`config.mk`:
```
export PLATFORM = sky130hd
export DESIGN_NAME = stable_priority_queue_core
export DESIGN_NICKNAME = d
export VERILOG_FILES = /design/src/rtl/spq_pkg.sv /design/src/rtl/stable_priority_queue_core.sv /design/src/rtl/spq_ram.sv /design/src/rtl/spq_core.sv
export SDC_FILE = /design/constraint.sdc
export NUM_CORES = 1
export LEC_CHECK = 0
export ABC_AREA = 1
export BUFFER_PORTS_ARGS = -buffer_cell sky130_fd_sc_hd__buf_2
export CAP_MARGIN = 20
export CORE_MARGIN = 8
export CORE_UTILIZATION = 62
export DETAILED_ROUTE_END_ITERATION = 12
export PLACE_DENSITY = 0.76
export SLEW_MARGIN = 20
export SYNTH_ARGS = -nofsm -noshare
export SYNTH_HDL_FRONTEND = slang
export SYNTH_SLANG_ARGS = --single-unit
```
`constraint.sdc`:
```
create_clock -name clk -period 5.45 [get_ports clk]
set_input_delay 0.545 -clock clk [delete_from_list [all_inputs] [get_ports clk]]
set_output_delay 0.545 -clock clk [all_outputs]
set_load 0.005 [all_outputs]
```
`src/rtl/spq_pkg.sv`:
```
// shared types, codes and constants of the stable priority queue
package spq_pkg;

    localparam int QUEUE_DEPTH_DEF = 16;

    localparam int ID_W   = 16;
    localparam int PRIO_W = 8;
    localparam int OCC_W  = 5;
    localparam int STAT_W = 2;

    // request commands
    localparam logic CMD_ENQUEUE = 1'b0;
    localparam logic CMD_DEQUEUE = 1'b1;

    // result status codes
    localparam logic [STAT_W-1:0] STAT_ENQUEUED = 2'd0;
    localparam logic [STAT_W-1:0] STAT_DEQUEUED = 2'd1;
    localparam logic [STAT_W-1:0] STAT_EMPTY    = 2'd2;
    localparam logic [STAT_W-1:0] STAT_FULL     = 2'd3;

    typedef struct packed {
        logic              command;
        logic [ID_W-1:0]   patient_id;
        logic [PRIO_W-1:0] priority_req;
    } spq_req_t;

    typedef struct packed {
        logic [STAT_W-1:0] status;
        logic [ID_W-1:0]   served_id;
        logic [PRIO_W-1:0] served_priority;
        logic [OCC_W-1:0]  occupancy;
    } spq_rsp_t;

    typedef struct packed {
        logic [ID_W-1:0]   id;
        logic [PRIO_W-1:0] prio;
    } spq_entry_t;

    localparam int ENTRY_W = $bits(spq_entry_t);

    typedef enum logic [2:0] {
        ST_IDLE,
        ST_ENQ_READ,
        ST_ENQ_CMP,
        ST_DEQ_READ,
        ST_DEQ_CAP,
        ST_DONE
    } spq_state_t;

endpackage

```
`src/rtl/stable_priority_queue_core.sv`:
```
// top level of the stable priority queue: request port, core and response register
// Bounded queue of (id, priority) entries kept in descending priority order;
// an entry of equal priority goes behind those already held, so equal
// priorities leave first-in first-out. A request with command enqueue
// inserts the entry (status full and no change when QUEUE_DEPTH entries are
// held); command dequeue returns the front entry (status empty when none).
// Every request gives exactly one response, which carries the occupancy after
// the request. Entries live in one ram addressed as a ring from a head
// pointer, so a dequeue moves nothing; an enqueue walks from the tail toward
// the head through a single read port and a single priority comparator,
// moving each lower-priority entry one slot back.
// Steps: a dequeue reads the head slot (ST_DEQ_READ) and captures it
// (ST_DEQ_CAP); full or empty goes straight to ST_DONE; an enqueue alternates
// ST_ENQ_READ and ST_ENQ_CMP, moving each held entry of strictly lower priority,
// then writes the new entry; the response waits in ST_DONE until it is taken.
// A new request is
// taken only while the sequencer is idle, which is once the finished
// response has moved into the response register; that register lets the
// next request start while the previous response is still stalled.
module stable_priority_queue_core #(
    parameter int QUEUE_DEPTH = spq_pkg::QUEUE_DEPTH_DEF
) (
    input  logic              clk,
    input  logic              rst_n,
    // request channel
    input  logic              req_valid,
    output logic              req_stall,
    input  spq_pkg::spq_req_t req,
    // response channel
    output logic              rsp_valid,
    input  logic              rsp_stall,
    output spq_pkg::spq_rsp_t rsp
);

    import spq_pkg::*;

    logic     core_ready;
    logic     res_valid;
    logic     res_ready;
    spq_rsp_t res;

    logic     rsp_valid_reg, rsp_valid_next;
    spq_rsp_t rsp_reg, rsp_next;

    assign req_stall = !core_ready;

    // sequencer with the entry ring and the shared compare unit
    spq_core #(
        .QUEUE_DEPTH (QUEUE_DEPTH)
    ) u_core (
        .clk       (clk),
        .rst_n     (rst_n),
        .req_valid (req_valid),
        .req_ready (core_ready),
        .req       (req),
        .res_valid (res_valid),
        .res_ready (res_ready),
        .res       (res)
    );

    // response register loads whenever it is empty or being drained
    assign res_ready = !rsp_valid_reg || !rsp_stall;

    always_comb
    begin
        rsp_valid_next = rsp_valid_reg;
        rsp_next       = rsp_reg;
        if (res_ready)
        begin
            rsp_valid_next = res_valid;
            if (res_valid)
            begin
                rsp_next = res;
            end
        end
    end

    always_ff @(posedge clk or negedge rst_n)
    begin
        if (!rst_n)
        begin
            rsp_valid_reg <= 1'b0;
        end
        else
        begin
            rsp_valid_reg <= rsp_valid_next;
        end
    end

    always_ff @(posedge clk)
    begin
        rsp_reg <= rsp_next;
    end

    assign rsp_valid = rsp_valid_reg;
    assign rsp       = rsp_reg;

endmodule

```
`src/rtl/spq_ram.sv`:
```
// generic single-write, single-read ram with registered read data
module spq_ram #(
    parameter int WIDTH = 8,
    parameter int DEPTH = 16
) (
    input  logic                     clk,
    input  logic                     we,
    input  logic [$clog2(DEPTH)-1:0] wr_addr,
    input  logic [WIDTH-1:0]         wr_data,
    input  logic [$clog2(DEPTH)-1:0] rd_addr,
    output logic [WIDTH-1:0]         rd_data
);

    logic [WIDTH-1:0] mem_reg [DEPTH];
    logic [WIDTH-1:0] rd_data_reg;

    always_ff @(posedge clk)
    begin
        if (we)
        begin
            mem_reg[wr_addr] <= wr_data;
        end
        rd_data_reg <= mem_reg[rd_addr];
    end

    assign rd_data = rd_data_reg;

endmodule

```
`src/rtl/spq_core.sv`:
```
// sequencer, shared address and compare unit, and entry store of the queue
module spq_core #(
    parameter int QUEUE_DEPTH = spq_pkg::QUEUE_DEPTH_DEF
) (
    input  logic              clk,
    input  logic              rst_n,
    input  logic              req_valid,
    output logic              req_ready,
    input  spq_pkg::spq_req_t req,
    output logic              res_valid,
    input  logic              res_ready,
    output spq_pkg::spq_rsp_t res
);

    import spq_pkg::*;

    localparam int IDX_W = $clog2(QUEUE_DEPTH);
    localparam int CNT_W = $clog2(QUEUE_DEPTH + 1);
    localparam logic [CNT_W-1:0] CNT_FULL  = CNT_W'(QUEUE_DEPTH);
    localparam logic [IDX_W:0]   DEPTH_EXT = (IDX_W + 1)'(QUEUE_DEPTH);
    localparam logic [IDX_W-1:0] IDX_LAST  = IDX_W'(QUEUE_DEPTH - 1);

    spq_state_t       state_reg, state_next;
    logic [CNT_W-1:0] count_reg, count_next;
    logic [IDX_W-1:0] head_reg, head_next;
    logic [IDX_W-1:0] pos_reg, pos_next;
    spq_entry_t       new_reg, new_next;
    spq_rsp_t         res_reg, res_next;

    logic             accept;
    logic [IDX_W-1:0] logical_idx;
    logic [IDX_W:0]   addr_sum;
    logic [IDX_W-1:0] phys_addr;
    logic             ram_we;
    spq_entry_t       ram_wdata;
    spq_entry_t       ram_rdata;
    logic             slot_found;

    assign accept = req_valid && req_ready;

    // shared circular address unit: head plus logical slot, wrapped once
    always_comb
    begin
        case (state_reg)
            ST_ENQ_READ: logical_idx = (pos_reg == '0) ? pos_reg : pos_reg - 1'b1;
            ST_DEQ_READ: logical_idx = '0;
            default:     logical_idx = pos_reg;
        endcase
    end

    always_comb
    begin
        addr_sum = {1'b0, head_reg} + {1'b0, logical_idx};
        if (addr_sum >= DEPTH_EXT)
        begin
            addr_sum = addr_sum - DEPTH_EXT;
        end
        phys_addr = addr_sum[IDX_W-1:0];
    end

    // shared compare: held entry stays ahead when its priority is equal or greater
    assign slot_found = (ram_rdata.prio >= new_reg.prio);

    spq_ram #(
        .WIDTH (ENTRY_W),
        .DEPTH (QUEUE_DEPTH)
    ) u_store (
        .clk     (clk),
        .we      (ram_we),
        .wr_addr (phys_addr),
        .wr_data (ram_wdata),
        .rd_addr (phys_addr),
        .rd_data (ram_rdata)
    );

    // next state
    always_comb
    begin
        state_next = state_reg;
        case (state_reg)
            ST_IDLE:
            begin
                if (accept)
                begin
                    if (req.command == CMD_ENQUEUE)
                    begin
                        state_next = (count_reg == CNT_FULL) ? ST_DONE : ST_ENQ_READ;
                    end
                    else
                    begin
                        state_next = (count_reg == '0) ? ST_DONE : ST_DEQ_READ;
                    end
                end
            end
            ST_ENQ_READ: state_next = (pos_reg == '0) ? ST_DONE : ST_ENQ_CMP;
            ST_ENQ_CMP:  state_next = slot_found ? ST_DONE : ST_ENQ_READ;
            ST_DEQ_READ: state_next = ST_DEQ_CAP;
            ST_DEQ_CAP:  state_next = ST_DONE;
            ST_DONE:     state_next = res_ready ? ST_IDLE : ST_DONE;
            default:     state_next = ST_IDLE;
        endcase
    end

    // outputs and store controls
    always_comb
    begin
        req_ready = 1'b0;
        res_valid = 1'b0;
        ram_we    = 1'b0;
        ram_wdata = new_reg;
        case (state_reg)
            ST_IDLE: req_ready = 1'b1;
            ST_ENQ_READ:
            begin
                ram_we = (pos_reg == '0);
            end
            ST_ENQ_CMP:
            begin
                ram_we    = 1'b1;
                ram_wdata = slot_found ? new_reg : ram_rdata;
            end
            ST_DONE: res_valid = 1'b1;
            default:
            begin
                req_ready = 1'b0;
            end
        endcase
    end

    // datapath registers
    always_comb
    begin
        count_next = count_reg;
        head_next  = head_reg;
        pos_next   = pos_reg;
        new_next   = new_reg;
        res_next   = res_reg;
        case (state_reg)
            ST_IDLE:
            begin
                if (accept)
                begin
                    new_next.id   = req.patient_id;
                    new_next.prio = req.priority_req;
                    pos_next      = IDX_W'(count_reg);
                    res_next.served_id       = '0;
                    res_next.served_priority = '0;
                    res_next.occupancy       = OCC_W'(count_reg);
                    if (req.command == CMD_ENQUEUE)
                    begin
                        res_next.status = (count_reg == CNT_FULL) ? STAT_FULL : STAT_ENQUEUED;
                    end
                    else
                    begin
                        res_next.status = (count_reg == '0) ? STAT_EMPTY : STAT_DEQUEUED;
                    end
                end
            end
            ST_ENQ_READ:
            begin
                if (pos_reg == '0)
                begin
                    count_next         = count_reg + 1'b1;
                    res_next.occupancy = OCC_W'(count_reg + 1'b1);
                end
            end
            ST_ENQ_CMP:
            begin
                if (slot_found)
                begin
                    count_next         = count_reg + 1'b1;
                    res_next.occupancy = OCC_W'(count_reg + 1'b1);
                end
                else
                begin
                    pos_next = pos_reg - 1'b1;
                end
            end
            ST_DEQ_CAP:
            begin
                res_next.served_id       = ram_rdata.id;
                res_next.served_priority = ram_rdata.prio;
                res_next.occupancy       = OCC_W'(count_reg - 1'b1);
                count_next               = count_reg - 1'b1;
                head_next                = (head_reg == IDX_LAST) ? '0 : head_reg + 1'b1;
            end
            default:
            begin
                count_next = count_reg;
            end
        endcase
    end

    always_ff @(posedge clk or negedge rst_n)
    begin
        if (!rst_n)
        begin
            state_reg <= ST_IDLE;
            count_reg <= '0;
            head_reg  <= '0;
        end
        else
        begin
            state_reg <= state_next;
            count_reg <= count_next;
            head_reg  <= head_next;
        end
    end

    always_ff @(posedge clk)
    begin
        pos_reg <= pos_next;
        new_reg <= new_next;
        res_reg <= res_next;
    end

    assign res = res_reg;

endmodule
```
==> flow_metrics.py, run 1 <==
metrics = {
    "layout": {
        "fin_cells": 2151,
        "area_delta_synth_final_pct": 14.2,
        "fin_nets": 1756,
        "drive_gt1_frac": 0.133,
        "largest_reg_flops": 384,
        "antennaDiodeCount": 0,
        "regArea_um2": 15000,
        "multi_input_area_um2": 4350,
        "fillCellCount": 2046,
    },
    "min_path": {
        "min_path_cells": 1,
        "min_path_type": "in -> reg",
        "hold_end": "u_core.new_reg[13]",
        "holdCritStartpoint": "req[13]",
    },
    "routing": {
        "firstDrtPassIters": 7,
        "wl_per_cell_um": 21.0,
        "vias": 12600,
        "avgViaCountPerCell": 5.85,
        "drc_errors": 0,
        "drt_iter0_markers": 1443,
        "ant_nets": 0,
        "wirelength_um": 45200,
    },
    "timing": {
        "slew_headroom": 0.333,
        "hold_viol": 0,
        "finalSetupViolations": 0,
        "clock.fmax_mhz": 223,
        "tns_ns": 0,
        "report.final.slew_viol_count": 0,
        "finalCritPeriodShare": 0.825,
        "period_needed_ns": 4.49,
        "worst_pin_slew_ns": 1.00,
        "rsz0062_at_grt": "no",
        "skew_ns": 0.0120,
    },
    "synthesis": {
        "netlist_area_um2": 19800,
        "synth_edf_count": 474,
        "postSynth.asyncResetShare": 0.0254,
        "synth_flop_cell": "edfxtp_1",
        "synth_top_area_share": 0.717,
        "syn_avg_cell_area_um2": 12.4,
        "ys_seq_elements": 511,
        "synth_area_leaders": "edfxtp_1 72%, nand2_1 13%, nand4_1 3.2%",
        "syn_nets": 1649,
        "synth_top_area_cell": "edfxtp_1",
        "netlist_instances": 1603,
        "synth.distinct_cells": 34,
        "yosysWarnings": 0,
        "synth_seq_area_share": 0.758,
    },
    "global_route": {
        "grt_pass1_vias": 12500,
        "grt_use_met2": 0.388,
        "grt_pass1_wl_um": 69700,
        "overflow": 0,
        "globalRoute.busiestLayer": "met2",
        "grtUsageMet1": 0.307,
        "track_usage": 0.237,
        "met3_usage": 0.0548,
        "grt_max_degree": 97,
        "grt_antenna_before_repair": 1,
    },
    "floorplanning": {
        "initial_core_util": 0.629,
        "io_pins": 62,
        "die_height_um": 195,
        "die-area_um2": 38000,
        "core.rowCount": 65,
        "die_x_um": 195,
        "coreArea_um2": 31600,
    },
    "critical_path": {
        "cp.required_ns": 5.95,
        "cp-start-kind": "flip-flop",
        "crit_arrival_ns": 5.00,
        "reg2reg_slack_ns": 0.96,
        "worstReg2RegStart": "u_core.pos_reg[0]",
        "crit_fanout": 83,
        "criticalPathCategory": "reg -> reg",
        "worstSetupEndpointType": "flip-flop",
        "r2r_cells": 19,
        "r2r-end": "u_core.u_store.rd_data[14]",
    },
    "cts": {
        "cts_buffer_depth": 3,
        "cts_resized": 0,
        "cts_buffers": 48,
        "cts_setup_buffers": 0,
        "clkTransAtPathRegs_ns": 0.06,
        "cts.htree.levels": 2,
        "clk_latency_ns": 0.56,
        "clock_sinks": 511,
        "holdBufCountCts": 1,
        "cts-root-buf": "clkbuf_16",
        "cts_tree": "yes",
    },
    "placed_design": {
        "port_buffers": 61,
        "dp_hpwl_um": 25600,
        "gp_congestion": 0.823,
        "placedCellCount": 2060,
    },
    "run_status": {
        "status": "finished, final reports clean",
    },
    "flow_run": {
        "maxCapViolCount": 0,
    },
}
==> layout make-up <==
class | count | share of cell area
clock buffer | 68 | 0.0618
clock inverter | 21 | 0.0107
inverter | 65 | 0.0108
multi-input combinational | 961 | 0.192
sequential | 511 | 0.664
tap | 402 | 0.0222
timing repair buffer | 123 | 0.0389
==> worst max-delay path: stages (launching register included) <==
cell and delay [ns]:
edfxtp_1 0.39, inv_1 0.09, ha_1 0.22, nand2_1 0.07
nor2_1 0.05, nor2_2 0.13, clkinv_1 0.25, o21ai_0 0.26
ha_1 0.20, inv_1 0.06, fa_1 0.69, inv_1 0.12
nor2_4 0.34, buf_4 0.86, nand2_1 0.13, nand4_1 0.15
nand2_1 0.08, nand2_1 0.12, nand3_1 0.09, nand2_1 0.11
==> worst max-delay path by stage <==
stage                                 start                            to  slack, ns
final                     u_core.pos_reg[0]    u_core.u_store.rd_data[14]       0.96
after global placement    u_core.pos_reg[0]     u_core.u_store.rd_data[4]       1.18
after CTS                 u_core.pos_reg[0]    u_core.u_store.rd_data[14]       0.95
after floorplan           u_core.pos_reg[0]  u_core.u_store.mem_reg[5][0]       1.18
after global routing      u_core.pos_reg[0]    u_core.u_store.rd_data[14]       0.55
after detailed placement  u_core.pos_reg[0]    u_core.u_store.rd_data[14]       1.03
==> logic make-up after synthesis <==
logic type / count (synthesis) / share of synthesized area
DFF: 511 / 0.758
AOI/OAI and AO/OA: 55 / 0.0150
adders and majority gates: 17 / 0.0111
xor gates and xnor gates: 9 / 0.00397
buffers and inverters: 131 / 0.0271
and+or+nand+nor: 880 / 0.185
==> cells in the final DEF, fill, tap and decap left out, drive strengths merged <==
master,synthesis,routed
nand2,670,670
o21a,2,2
bufinv,0,5
dfxtp,24,24
dlygate4sd3,0,1
o21ai,40,40
a41oi,1,1
a21oi,7,7
inv,64,64
clkinvlp,0,1
nand4,101,101
nor2,63,63
ha,16,16
nor3,2,2
o21bai,1,1
xor2,7,7
fa,1,1
nand3,43,43
xnor2,2,2
buf,30,122
clkbuf,36,68
o211ai,3,3
edfxtp,474,474
o221ai,1,1
clkinv,1,16
dfrtp,13,13
nand3b,1,1
==> metrics by stage <==
step | hold WS (ns) | util | worst slack (ns) | cell area, um2
finish | 0.161 | 0.718 | 0.956 | 22700
global route | 0.139 | 0.718 | 0.555 | 22700
CTS | 0.142 | 0.717 | 0.949 | 22600
detailed placement | 0.405 | 0.665 | 1.03 | 21000
global placement | 0.402 | 0.665 | 1.18 | 21000
floorplan | 0.249 | - | 1.18 | 19800
==> layer usage <==
metal,vias to the layer above,routed length (um)
met4,0,1420
met3,123,4720
met5,-,0
met2,689,21300
met1,6020,17800
li1,5759,-
==> cells in the mapped netlist, types with 3 or more instances <==
master / number
buf_2: 22
o211ai_1: 3
inv_2: 3
buf_1: 5
ha_1: 16
nand3_1: 42
edfxtp_1: 474
o21ai_0: 40
nor2_2: 4
clkbuf_1: 36
dfrtp_1: 13
xor2_1: 7
nand2_1: 666
nand4_1: 100
a21oi_1: 7
dfxtp_1: 24
inv_1: 61
nor2_1: 58
Power of run 1 is not shown: default switching activity piles up to over one toggle a cycle in this logic, so the estimate is an artifact.
==> run 2, diff against run 1 <==
- clock period: 5.45 -> 4.3 ns (I/O delays scaled with it)
==> flow_metrics.py, run 2 (synthesis gave the netlist of run 1 again) <==
metrics = {
    "timing": {
        "slew_headroom": 0.362,
        "report.final.slew_viol_count": 0,
        "skew_ns": 0.0171,
        "hold_viol": 0,
        "finalCritPeriodShare": 0.921,
        "worst_pin_slew_ns": 0.956,
        "clock.fmax_mhz": 253,
        "period_needed_ns": 3.96,
        "rsz0062_at_grt": "no",
        "finalSetupViolations": 0,
        "tns_ns": 0,
    },
    "routing": {
        "vias": 12800,
        "dr_wl_met3_um": 4820,
        "drt_iter0_markers": 1565,
        "highest_layer": "met4",
        "wl_per_cell_um": 21.3,
        "wl_met2_um": 21700,
        "ant_nets": 0,
        "drc_errors": 0,
        "avgViaCountPerCell": 5.89,
        "firstDrtPassIters": 5,
        "wl_met1_um": 17900,
        "wirelength_um": 46000,
    },
    "layout": {
        "layout_commonest_cell": "nand2_1",
        "area_delta_synth_final_pct": 14.0,
        "largest_reg_flops": 384,
        "fillCellCount": 2021,
        "layout_common_cells": "666 x nand2_1, 474 x edfxtp_1, 100 x nand4_1, 69 x buf_4",
        "fin_nets": 1770,
        "multi_input_area_um2": 4350,
        "regArea_um2": 15000,
        "drive_gt1_frac": 0.134,
        "antennaDiodeCount": 0,
    },
    "critical_path": {
        "critPathMaxStageDelay_ns": 0.51,
        "path_cells": "inv_1, ha_1, nand2_1, nor2_1, nor2_2, clkinv_1, o21ai_0, ha_1, inv_1, fa_1, xor2_4, inv_2, nand3_1, nor2_2, buf_4",
        "crit_fanout": 17,
        "criticalPathCategory": "reg -> reg",
        "worstSetupEndpointType": "flip-flop",
        "cp.required_ns": 4.53,
        "cp-start-kind": "flip-flop",
        "cp_slowest_cell": "fa_1",
        "crit_arrival_ns": 4.19,
    },
    "run_status": {
        "status": "finished, final reports clean",
    },
    "cts": {
        "clkTransAtPathRegs_ns": 0.06,
        "clk_latency_ns": 0.56,
        "cts_setup_buffers": 0,
        "cts-root-buf": "clkbuf_16",
        "cts_buffer_depth": 3,
        "cts.htree.levels": 2,
        "clock_sinks": 511,
        "cts_tree": "yes",
        "cts_buffers": 49,
    },
    "global_route": {
        "track_usage": 0.242,
        "grt_pass1_vias": 12800,
        "overflow": 0,
        "grt_max_degree": 97,
        "grt_pass1_wl_um": 70900,
        "grt_antenna_before_repair": 0,
    },
    "floorplanning": {
        "io_pins": 62,
        "core.rowCount": 65,
        "die_height_um": 195,
        "die-area_um2": 38000,
        "die_x_um": 195,
        "coreArea_um2": 31600,
        "initial_core_util": 0.629,
    },
    "min_path": {
        "min_path_type": "in -> reg",
    },
    "placed_design": {
        "dp_hpwl_um": 26600,
        "gp_congestion": 0.838,
        "port_buffers": 61,
    },
    "flow_run": {
        "maxCapViolCount": 0,
    },
}
[run 2: changes by cell type in the layout (fill, tap and decap cells not counted), sizes merged]
cell    before  now
buf        122  135
bufinv       5    3
clkbuf      68   71
clkinv      16   15
[run 2: path summary, 6_finish.rpt]
kind / from / to / slack (ns) / cells after the start
worst min-delay path: req[17] / u_core.new_reg[17] / 0.05 / 1
worst min register to register: u_core.res[2] / rsp[2] / 0.42 / 0
min in group asynchronous: rst_n / u_core.count_reg[2] / 0.31 / 2
max in group asynchronous: rst_n / rsp_valid / 3.75 / 2
worst max-delay path: u_core.pos_reg[0] / u_core.u_store.mem_reg[6][2] / 0.34 / 15
worst max register to register: u_core.pos_reg[0] / u_core.u_store.mem_reg[6][2] / 0.34 / 15
[run 2: through the flow]
stage                util  setup slack, ns  instances  instance area, um2  hold WS (ns)
floorplan               -           0.0336       1603               19800         0.134
global placement    0.666            0.457       2074               21000         0.340
detailed placement  0.666            0.330       2074               21000         0.342
CTS                 0.716            0.303       2164               22600        0.0284
global route        0.716           0.0117       2164               22600        0.0272
finish              0.716            0.341       2164               22600        0.0467
[run 2: layout make-up]
class,instances,share of cell area
clock buffer,71,0.0615
clock inverter,18,0.00758
inverter,65,0.0108
multi-input combinational,961,0.192
sequential,511,0.665
tap,402,0.0222
timing repair buffer,136,0.0405
[run 2: repair_timing]
action	CTS	global route
gates resized for setup	0	2
hold buffers	1	0
endpoints found under the hold margin	13	0
setup endpoints to repair	0	25
[run 2: routing by layer]
metal,track usage,vias up
met2,0.394,743
met1,0.318,6098
li1,-,5782
met3,0.0484,129
met5,0,-
met4,0.0960,0
[run 2: worst max-delay path: cells and delay by family, from the launching register on]
| kind | cells | cell delay, ns |
|---|---|---|
| compound gates | 1 | 0.29 |
| xor+xnor | 1 | 0.22 |
| fa+ha+maj | 3 | 0.95 |
| buf+inv | 5 | 1.06 |
| flops | 1 | 0.38 |
| simple gates | 5 | 0.72 |
Power of run 2 is left out for the same reason.
